File: src/rgsag_pkg.sv
`default_nettype none
package rgsag_pkg;

  // field widths
  localparam int DIM_BITS      = 16;
  localparam int LAYER_BITS    = 8;
  localparam int ADDR_BITS     = 40;
  localparam int CFG_DATA_BITS = (DIM_BITS > LAYER_BITS) ? DIM_BITS : LAYER_BITS;
  localparam int CFG_IDX_BITS  = 3;

  // divider step counter
  localparam int DIV_CNT_BITS  = $clog2(DIM_BITS);

  // shared multiplier operand and product widths
  localparam int MUL_A_BITS    = 2 * DIM_BITS;
  localparam int MUL_B_BITS    = CFG_DATA_BITS;
  localparam int MUL_P_BITS    = MUL_A_BITS + MUL_B_BITS;

  // configuration register indexes
  localparam logic [CFG_IDX_BITS-1:0] CFG_SRC_ROWS    = 3'd0;
  localparam logic [CFG_IDX_BITS-1:0] CFG_SRC_COLS    = 3'd1;
  localparam logic [CFG_IDX_BITS-1:0] CFG_OUT_ROWS    = 3'd2;
  localparam logic [CFG_IDX_BITS-1:0] CFG_OUT_COLS    = 3'd3;
  localparam logic [CFG_IDX_BITS-1:0] CFG_LAYER_COUNT = 3'd4;

  // sequencer states
  typedef enum logic [3:0] {
    ST_IDLE,
    ST_LOAD,
    ST_DIV_ROW,
    ST_DIV_COL,
    ST_PLANE,
    ST_MUL_LAYER,
    ST_MUL_ROW,
    ST_SUM
  } state_t;

  // divider handshake
  typedef struct packed {
    logic                start;
    logic [DIM_BITS-1:0] dividend;
    logic [DIM_BITS-1:0] divisor;
  } div_req_t;

  typedef struct packed {
    logic                done;
    logic [DIM_BITS-1:0] quotient;
    logic [DIM_BITS-1:0] remainder;
  } div_rsp_t;

endpackage
`default_nettype wire

File: src/rgsag_div.sv
`default_nettype none
module rgsag_div (
  input  wire logic               clk,
  input  wire logic               rst,
  input  wire rgsag_pkg::div_req_t req,
  output rgsag_pkg::div_rsp_t     rsp
);

  logic                                 busy;
  logic                                 done;
  logic [rgsag_pkg::DIV_CNT_BITS-1:0]   cnt;
  logic [rgsag_pkg::DIM_BITS-1:0]       divisor;
  logic [rgsag_pkg::DIM_BITS-1:0]       quo;
  logic [rgsag_pkg::DIM_BITS-1:0]       rem;
  logic [rgsag_pkg::DIM_BITS:0]         rem_sh;
  logic [rgsag_pkg::DIM_BITS:0]         diff;

  // one restoring step: shift in next dividend bit, trial subtract
  always_comb begin
    rem_sh = {rem, quo[rgsag_pkg::DIM_BITS-1]};
    diff   = rem_sh - {1'b0, divisor};
  end

  // control
  always_ff @(posedge clk) begin
    if (rst) begin
      busy <= 1'b0;
      done <= 1'b0;
      cnt  <= '0;
    end else begin
      done <= 1'b0;
      if (req.start) begin
        busy <= 1'b1;
        cnt  <= '0;
      end else if (busy) begin
        cnt <= cnt + 1'b1;
        if (cnt == rgsag_pkg::DIV_CNT_BITS'(rgsag_pkg::DIM_BITS - 1)) begin
          busy <= 1'b0;
          done <= 1'b1;
        end
      end
    end
  end

  // datapath
  always_ff @(posedge clk) begin
    if (req.start) begin
      divisor <= req.divisor;
      quo     <= req.dividend;
      rem     <= '0;
    end else if (busy) begin
      if (!diff[rgsag_pkg::DIM_BITS]) begin
        rem <= diff[rgsag_pkg::DIM_BITS-1:0];
        quo <= {quo[rgsag_pkg::DIM_BITS-2:0], 1'b1};
      end else begin
        rem <= rem_sh[rgsag_pkg::DIM_BITS-1:0];
        quo <= {quo[rgsag_pkg::DIM_BITS-2:0], 1'b0};
      end
    end
  end

  assign rsp.done      = done;
  assign rsp.quotient  = quo;
  assign rsp.remainder = rem;

endmodule
`default_nettype wire

File: src/regular_grid_sample_address_gen_top.sv
`default_nettype none
// restart beat: two divisions through one bit-per-cycle restoring divider, then the
// plane size and the address products
// advance beat: two passes through one shared multiplier and a final add; a result
// held in the output register stalls both; no new beat is taken before it is loaded
// reset: scan at the first cell with all sizes 1, sizes read from registers on restart
module regular_grid_sample_address_gen_top (
  input  wire logic                                  clk,
  input  wire logic                                  rst,
  input  wire logic                                  cfg_wen,
  input  wire logic [rgsag_pkg::CFG_IDX_BITS-1:0]    cfg_index,
  input  wire logic [rgsag_pkg::CFG_DATA_BITS-1:0]   cfg_data,
  input  wire logic                                  in_valid,
  output logic                                       in_ready,
  input  wire logic                                  restart,
  output logic                                       out_valid,
  input  wire logic                                  out_ready,
  output logic [rgsag_pkg::ADDR_BITS-1:0]            cell_index,
  output logic [rgsag_pkg::LAYER_BITS-1:0]           layer,
  output logic [rgsag_pkg::DIM_BITS-1:0]             out_row,
  output logic [rgsag_pkg::DIM_BITS-1:0]             out_col,
  output logic [rgsag_pkg::DIM_BITS-1:0]             src_row,
  output logic [rgsag_pkg::DIM_BITS-1:0]             src_col,
  output logic                                       row_end,
  output logic                                       scan_end
);

  localparam int DB = rgsag_pkg::DIM_BITS;
  localparam int LB = rgsag_pkg::LAYER_BITS;
  localparam int AB = rgsag_pkg::ADDR_BITS;

  rgsag_pkg::state_t state, state_next;

  // configuration registers
  logic [DB-1:0] reg_src_rows, reg_src_cols, reg_out_rows, reg_out_cols;
  logic [LB-1:0] reg_layers;

  // sizes captured at restart
  logic [DB-1:0] lat_src_rows, lat_src_cols, lat_out_rows, lat_out_cols;
  logic [LB-1:0] lat_layers;

  // step terms
  logic [DB-1:0] row_q, row_r, row_start, col_q, col_r, col_start;

  // scan position
  logic [LB-1:0] layer_cnt;
  logic [DB-1:0] row_cnt, col_cnt, row_pos, row_rem, col_pos, col_rem;

  // address path
  logic [rgsag_pkg::MUL_A_BITS-1:0] plane;
  logic [rgsag_pkg::MUL_A_BITS-1:0] mul_a;
  logic [rgsag_pkg::MUL_B_BITS-1:0] mul_b;
  logic [rgsag_pkg::MUL_P_BITS-1:0] mul_p;
  logic [rgsag_pkg::MUL_P_BITS-1:0] prod;
  logic [AB-1:0]                    acc;
  logic [AB-1:0]                    addr_sum;

  rgsag_pkg::div_req_t div_req;
  rgsag_pkg::div_rsp_t div_rsp;

  logic accept, out_load, out_free;
  logic col_last, row_last, layer_last;
  logic [DB:0] col_rem_sum, row_rem_sum;
  logic col_wrap, row_wrap;

  rgsag_div u_div (
    .clk (clk),
    .rst (rst),
    .req (div_req),
    .rsp (div_rsp)
  );

  // configuration writes
  always_ff @(posedge clk) begin
    if (rst) begin
      reg_src_rows <= DB'(1);
      reg_src_cols <= DB'(1);
      reg_out_rows <= DB'(1);
      reg_out_cols <= DB'(1);
      reg_layers   <= LB'(1);
    end else if (cfg_wen) begin
      case (cfg_index)
        rgsag_pkg::CFG_SRC_ROWS:    reg_src_rows <= DB'(cfg_data);
        rgsag_pkg::CFG_SRC_COLS:    reg_src_cols <= DB'(cfg_data);
        rgsag_pkg::CFG_OUT_ROWS:    reg_out_rows <= DB'(cfg_data);
        rgsag_pkg::CFG_OUT_COLS:    reg_out_cols <= DB'(cfg_data);
        rgsag_pkg::CFG_LAYER_COUNT: reg_layers   <= LB'(cfg_data);
        default: ;
      endcase
    end
  end

  assign in_ready = (state == rgsag_pkg::ST_IDLE);
  assign accept   = in_valid && in_ready;
  assign out_free = !out_valid || out_ready;

  // end-of-dimension flags and remainder stepping
  always_comb begin
    col_last    = ({1'b0, col_cnt} + 1'b1) >= {1'b0, lat_out_cols};
    row_last    = ({1'b0, row_cnt} + 1'b1) >= {1'b0, lat_out_rows};
    layer_last  = ({1'b0, layer_cnt} + 1'b1) >= {1'b0, lat_layers};
    col_rem_sum = {1'b0, col_rem} + {1'b0, col_r};
    row_rem_sum = {1'b0, row_rem} + {1'b0, row_r};
    col_wrap    = col_rem_sum >= {1'b0, lat_out_cols};
    row_wrap    = row_rem_sum >= {1'b0, lat_out_rows};
  end

  // shared multiplier operand select
  always_comb begin
    case (state)
      rgsag_pkg::ST_PLANE: begin
        mul_a = rgsag_pkg::MUL_A_BITS'(lat_src_rows);
        mul_b = rgsag_pkg::MUL_B_BITS'(lat_src_cols);
      end
      rgsag_pkg::ST_MUL_LAYER: begin
        mul_a = plane;
        mul_b = rgsag_pkg::MUL_B_BITS'(layer_cnt);
      end
      default: begin
        mul_a = rgsag_pkg::MUL_A_BITS'(lat_src_cols);
        mul_b = rgsag_pkg::MUL_B_BITS'(row_pos);
      end
    endcase
    mul_p    = rgsag_pkg::MUL_P_BITS'(mul_a) * rgsag_pkg::MUL_P_BITS'(mul_b);
    addr_sum = acc + AB'(prod) + AB'(col_pos);
  end

  // sequencer: next state, divider requests and output load
  always_comb begin
    state_next       = state;
    div_req.start    = 1'b0;
    div_req.dividend = lat_src_rows;
    div_req.divisor  = lat_out_rows;
    out_load         = 1'b0;
    case (state)
      rgsag_pkg::ST_IDLE: begin
        if (accept) begin
          state_next = restart ? rgsag_pkg::ST_LOAD : rgsag_pkg::ST_MUL_LAYER;
        end
      end
      rgsag_pkg::ST_LOAD: begin
        div_req.start = 1'b1;
        state_next    = rgsag_pkg::ST_DIV_ROW;
      end
      rgsag_pkg::ST_DIV_ROW: begin
        if (div_rsp.done) begin
          div_req.start    = 1'b1;
          div_req.dividend = lat_src_cols;
          div_req.divisor  = lat_out_cols;
          state_next       = rgsag_pkg::ST_DIV_COL;
        end
      end
      rgsag_pkg::ST_DIV_COL: begin
        if (div_rsp.done) begin
          state_next = rgsag_pkg::ST_PLANE;
        end
      end
      rgsag_pkg::ST_PLANE:     state_next = rgsag_pkg::ST_MUL_LAYER;
      rgsag_pkg::ST_MUL_LAYER: state_next = rgsag_pkg::ST_MUL_ROW;
      rgsag_pkg::ST_MUL_ROW:   state_next = rgsag_pkg::ST_SUM;
      rgsag_pkg::ST_SUM: begin
        if (out_free) begin
          out_load   = 1'b1;
          state_next = rgsag_pkg::ST_IDLE;
        end
      end
      default: state_next = rgsag_pkg::ST_IDLE;
    endcase
  end

  always_ff @(posedge clk) begin
    if (rst) begin
      state <= rgsag_pkg::ST_IDLE;
    end else begin
      state <= state_next;
    end
  end

  // captured sizes, step terms and scan position
  always_ff @(posedge clk) begin
    if (rst) begin
      lat_src_rows <= DB'(1);
      lat_src_cols <= DB'(1);
      lat_out_rows <= DB'(1);
      lat_out_cols <= DB'(1);
      lat_layers   <= LB'(1);
      plane        <= rgsag_pkg::MUL_A_BITS'(1);
      row_q        <= '0;
      row_r        <= '0;
      row_start    <= '0;
      col_q        <= '0;
      col_r        <= '0;
      col_start    <= '0;
      layer_cnt    <= '0;
      row_cnt      <= '0;
      col_cnt      <= '0;
      row_pos      <= '0;
      row_rem      <= '0;
      col_pos      <= '0;
      col_rem      <= '0;
    end else begin
      case (state)
        rgsag_pkg::ST_IDLE: begin
          if (accept && restart) begin
            // zero sizes count as one
            lat_src_rows <= (reg_src_rows == '0) ? DB'(1) : reg_src_rows;
            lat_src_cols <= (reg_src_cols == '0) ? DB'(1) : reg_src_cols;
            lat_out_rows <= (reg_out_rows == '0) ? DB'(1) : reg_out_rows;
            lat_out_cols <= (reg_out_cols == '0) ? DB'(1) : reg_out_cols;
            lat_layers   <= (reg_layers == '0) ? LB'(1) : reg_layers;
          end else if (accept) begin
            // advance one output cell
            if (!col_last) begin
              col_cnt <= col_cnt + 1'b1;
              col_pos <= col_pos + col_q + DB'(col_wrap);
              col_rem <= col_wrap ? DB'(col_rem_sum - {1'b0, lat_out_cols})
                                  : DB'(col_rem_sum);
            end else begin
              col_cnt <= '0;
              col_pos <= col_start;
              col_rem <= '0;
              if (!row_last) begin
                row_cnt <= row_cnt + 1'b1;
                row_pos <= row_pos + row_q + DB'(row_wrap);
                row_rem <= row_wrap ? DB'(row_rem_sum - {1'b0, lat_out_rows})
                                    : DB'(row_rem_sum);
              end else begin
                row_cnt   <= '0;
                row_pos   <= row_start;
                row_rem   <= '0;
                layer_cnt <= layer_last ? '0 : layer_cnt + 1'b1;
              end
            end
          end
        end
        rgsag_pkg::ST_DIV_ROW: begin
          if (div_rsp.done) begin
            row_q     <= div_rsp.quotient;
            row_r     <= div_rsp.remainder;
            row_start <= div_rsp.quotient >> 1;
          end
        end
        rgsag_pkg::ST_DIV_COL: begin
          if (div_rsp.done) begin
            // quotient by twice the size is half the plain quotient
            col_q     <= div_rsp.quotient;
            col_r     <= div_rsp.remainder;
            col_start <= div_rsp.quotient >> 1;
            layer_cnt <= '0;
            row_cnt   <= '0;
            col_cnt   <= '0;
            row_pos   <= row_start;
            row_rem   <= '0;
            col_pos   <= div_rsp.quotient >> 1;
            col_rem   <= '0;
          end
        end
        rgsag_pkg::ST_PLANE: begin
          plane <= mul_p[rgsag_pkg::MUL_A_BITS-1:0];
        end
        default: ;
      endcase
    end
  end

  // address accumulation through the shared multiplier
  always_ff @(posedge clk) begin
    case (state)
      rgsag_pkg::ST_MUL_LAYER: prod <= mul_p;
      rgsag_pkg::ST_MUL_ROW: begin
        acc  <= AB'(prod);
        prod <= mul_p;
      end
      default: ;
    endcase
  end

  // output register
  always_ff @(posedge clk) begin
    if (rst) begin
      out_valid <= 1'b0;
    end else if (out_load) begin
      out_valid <= 1'b1;
    end else if (out_ready) begin
      out_valid <= 1'b0;
    end
  end

  always_ff @(posedge clk) begin
    if (out_load) begin
      cell_index <= addr_sum;
      layer      <= layer_cnt;
      out_row    <= row_cnt;
      out_col    <= col_cnt;
      src_row    <= row_pos;
      src_col    <= col_pos;
      row_end    <= col_last;
      scan_end   <= col_last && row_last && layer_last;
    end
  end

endmodule
`default_nettype wire

File: config.mk
export PLATFORM = sky130hd
export DESIGN_NAME = regular_grid_sample_address_gen_top
export DESIGN_NICKNAME = d
export VERILOG_FILES = /design/src/rgsag_pkg.sv /design/src/rgsag_div.sv /design/src/regular_grid_sample_address_gen_top.sv
export SDC_FILE = /design/constraint.sdc
export NUM_CORES = 2
export LEC_CHECK = 0
export BUFFER_PORTS_ARGS = -buffer_cell sky130_fd_sc_hd__buf_2
export CORE_MARGIN = 2
export CORE_UTILIZATION = 45
export DETAILED_ROUTE_END_ITERATION = 8
export GPL_TIMING_DRIVEN = 0
export PLACE_DENSITY = 0.65
export REMOVE_ABC_BUFFERS = 1
export SYNTH_ARGS = -nofsm -noshare
export SYNTH_HDL_FRONTEND = slang
export SYNTH_SLANG_ARGS = --single-unit
File: constraint.sdc
create_clock -name clk -period 18.3 [get_ports clk]
set_input_delay 0.915 -clock clk [delete_from_list [all_inputs] [get_ports clk]]
set_output_delay 0.915 -clock clk [all_outputs]
set_load 0.05 [all_outputs]
==> reports/qor.yml <==
run_status: "completed"
rsz0062_at_grt: "no"
die_area_um2: 102000
min_path_type: "flop to flop"
rows: 115
slowest_delay_ns: 1.05
dr_wl_met3_um: 10900
grt_pass1_vias: 34700
register_area_um2: 14200
slowest_stage: "a221oi_1"
cp.required_ns: 18.66
routed_via_density: 5.56
cts_resized: 0
final_hold_viol_count: 0
period_needed_ns: 9.77
worst_pin_slew_ns: 1.43
clock_path_buffers: 3
start_util_pct: 45.4
first_iter_violations: 3215
final.period_utilization_pct: 53.4
total_leakage_power_uw: 0.0200
finalNetCount: 5743
antenna_found_initial: 5
wl_per_cell_um: 19.5
cts_tree: "yes"
cts.sinks: 596
layout_commonest_cell: "nand2_1"
power_density_nw_per_um2: 93.7
grt_max_degree: 130
drc: 0
num_io_pins: 141
vias: 35300
clock-skew-final_ns: 0.0497
gp_congestion: 0.936
async_reset_ff_share_pct: 0
grt_remaining_overflow: 0
synth_area_per_cell_um2: 8.99
cts_buffers: 69
top_layer: "met5"
ys_types: 82
crit_family: "adder cells"
port_buffers: 140
crit_buf_inv: 6
cp.arrival_ns: 10.13
drv_slew: 0
ant_nets: 0
dp.cells: 6214
synth_edf_count: 226
area_growth_pct: 10.3
synth-seq-area-share_pct: 31.8
dp_hpwl_um: 93700
synth_top_flop_cell: "dfxtp_1"
final_cells: 6349
crit_top_cell: "fa_1"
synthCells: 4964
cp-end-kind: "flop"
grt.total_usage_pct: 24.5
die_w_um: 319
yosys_register_bits: 596
path_clk_slew_ns: 0.07
fillers: 9064
cp_max_fo: 45
cts_setup_buffers: 0
htreeDepth: 3
setup_viol: 0
clock-root-buffer: "clkbuf_16"
wl_met2_um: 54300
core_area_um2: 98300
max_cap_violations: 0
clk_latency_ns: 0.66
die_height_um: 319
wl_met1_um: 54600
syn_area_um2: 44600
yosysWarnings: 0
slew_headroom_pct: 4.34
multi_input_area_um2: 27700
firstDrtPassIters: 6
grt_pass1_wl_um: 197000
ctsHoldBuffers: 0
wirelength_um: 124000
critPathLaunchType: "flop"
finalSetupTns_ns: 0
final_cell_mix: "nand2_1, inv_1, a21oi_1"
fmaxAchievable_ghz: 0.102
drive_gt1_share_pct: 6.86
worstSetupPathType: "flop to flop"
vdd_drop_max_mv: 0.0723
[final timing paths]
| check | startpoint | to | slack (ns) | depth (start not counted) |
|---|---|---|---|---|
| setup / recovery | state[1]$_SDFFE_PP0P_ | prod[39]$_DFFE_PP_ | 8.53 | 28 |
| setup reg to reg | state[1]$_SDFFE_PP0P_ | prod[39]$_DFFE_PP_ | 8.53 | 28 |
| hold / removal | reg_out_cols[15]$_SDFFE_PP0P_ | lat_out_cols[15]$_SDFFE_PP0P_ | 0.45 | 2 |
| hold reg to reg | reg_out_cols[15]$_SDFFE_PP0P_ | lat_out_cols[15]$_SDFFE_PP0P_ | 0.45 | 2 |
[cell type report]
cell class | instances | area share, %
Clock inverter | 38 | 1.07
Antenna cell | 7 | 0.0356
Multi-Input combinational cell | 3613 | 56.3
Timing Repair Buffer | 180 | 2.62
Clock buffer | 90 | 3.75
Inverter | 538 | 4.10
Sequential cell | 596 | 28.8
Tap cell | 1287 | 3.27
[report_power, final]
group | switching [µW] | internal [µW]
sequential | 144 | 1530
clock | 626 | 822
combinational | 1000 | 488
[cells in the mapped netlist, types with 21 or more instances]
cell type	count	share of area (%)
mux2i_1	68	1.5
a21o_1	70	1.2
xnor2_1	151	3.0
fa_1	418	19
a21oi_1	444	5.0
dfxtp_1	370	17
nand3_1	57	0.64
nor2_1	361	3.0
a211oi_1	28	0.47
nor2b_1	33	0.46
a22oi_1	29	0.49
edfxtp_1	226	15
inv_1	532	4.5
and3_1	67	0.94
a221oi_1	23	0.45
o21ai_0	121	1.4
clkbuf_1	185	1.6
xor2_1	63	1.2
nand2_1	955	8.0
ha_1	302	8.5
nand2b_1	23	0.32
o21ai_1	70	0.79
nor3_1	42	0.47
a221o_1	21	0.47
[sequential cells by signal, summed over array words and instances (netlist names), 32 cells and up]
name and count:
plane 32, acc 40, cell_index 40, prod 40
[routing by layer]
metal,vias up,track usage (%)
li1,16600,-
met1,17200,34.9
met2,1280,37.6
met3,243,4.59
met4,2,8.17
met5,-,0
[tightest hold or removal path, stage by stage (launching register included)]
cell,delay [ns]
dfxtp_1,0.32
nand2_1,0.06
a21oi_1,0.05
[per-stage QoR]
step	hold slack [ns]	instance area, µm²	util (%)	total power [µW]	worst slack (ns)
2_1_floorplan	0.426	43800	-	2580	7.37
3_3_place_gp	0.437	46100	46.9	3040	2.22
3_5_place_dp	0.441	46800	47.7	3150	8.75
4_1_cts	0.444	49200	50.1	4600	8.69
5_1_grt	0.469	49200	50.1	4830	8.17
6_report	0.449	49200	50.1	4610	8.53
[kinds of logic after synthesis]
family	after synthesis	synth area share [%]
buffers and inverters	755	6.40
xor gates and xnor gates	215	4.26
adders and majority gates	720	27.2
DFF	596	31.8
muxes	74	1.68
AOI/OAI and AO/OA	954	13.0
and+or+nand+nor	1650	15.6
Note: power is estimated with default switching activity, not from simulation.
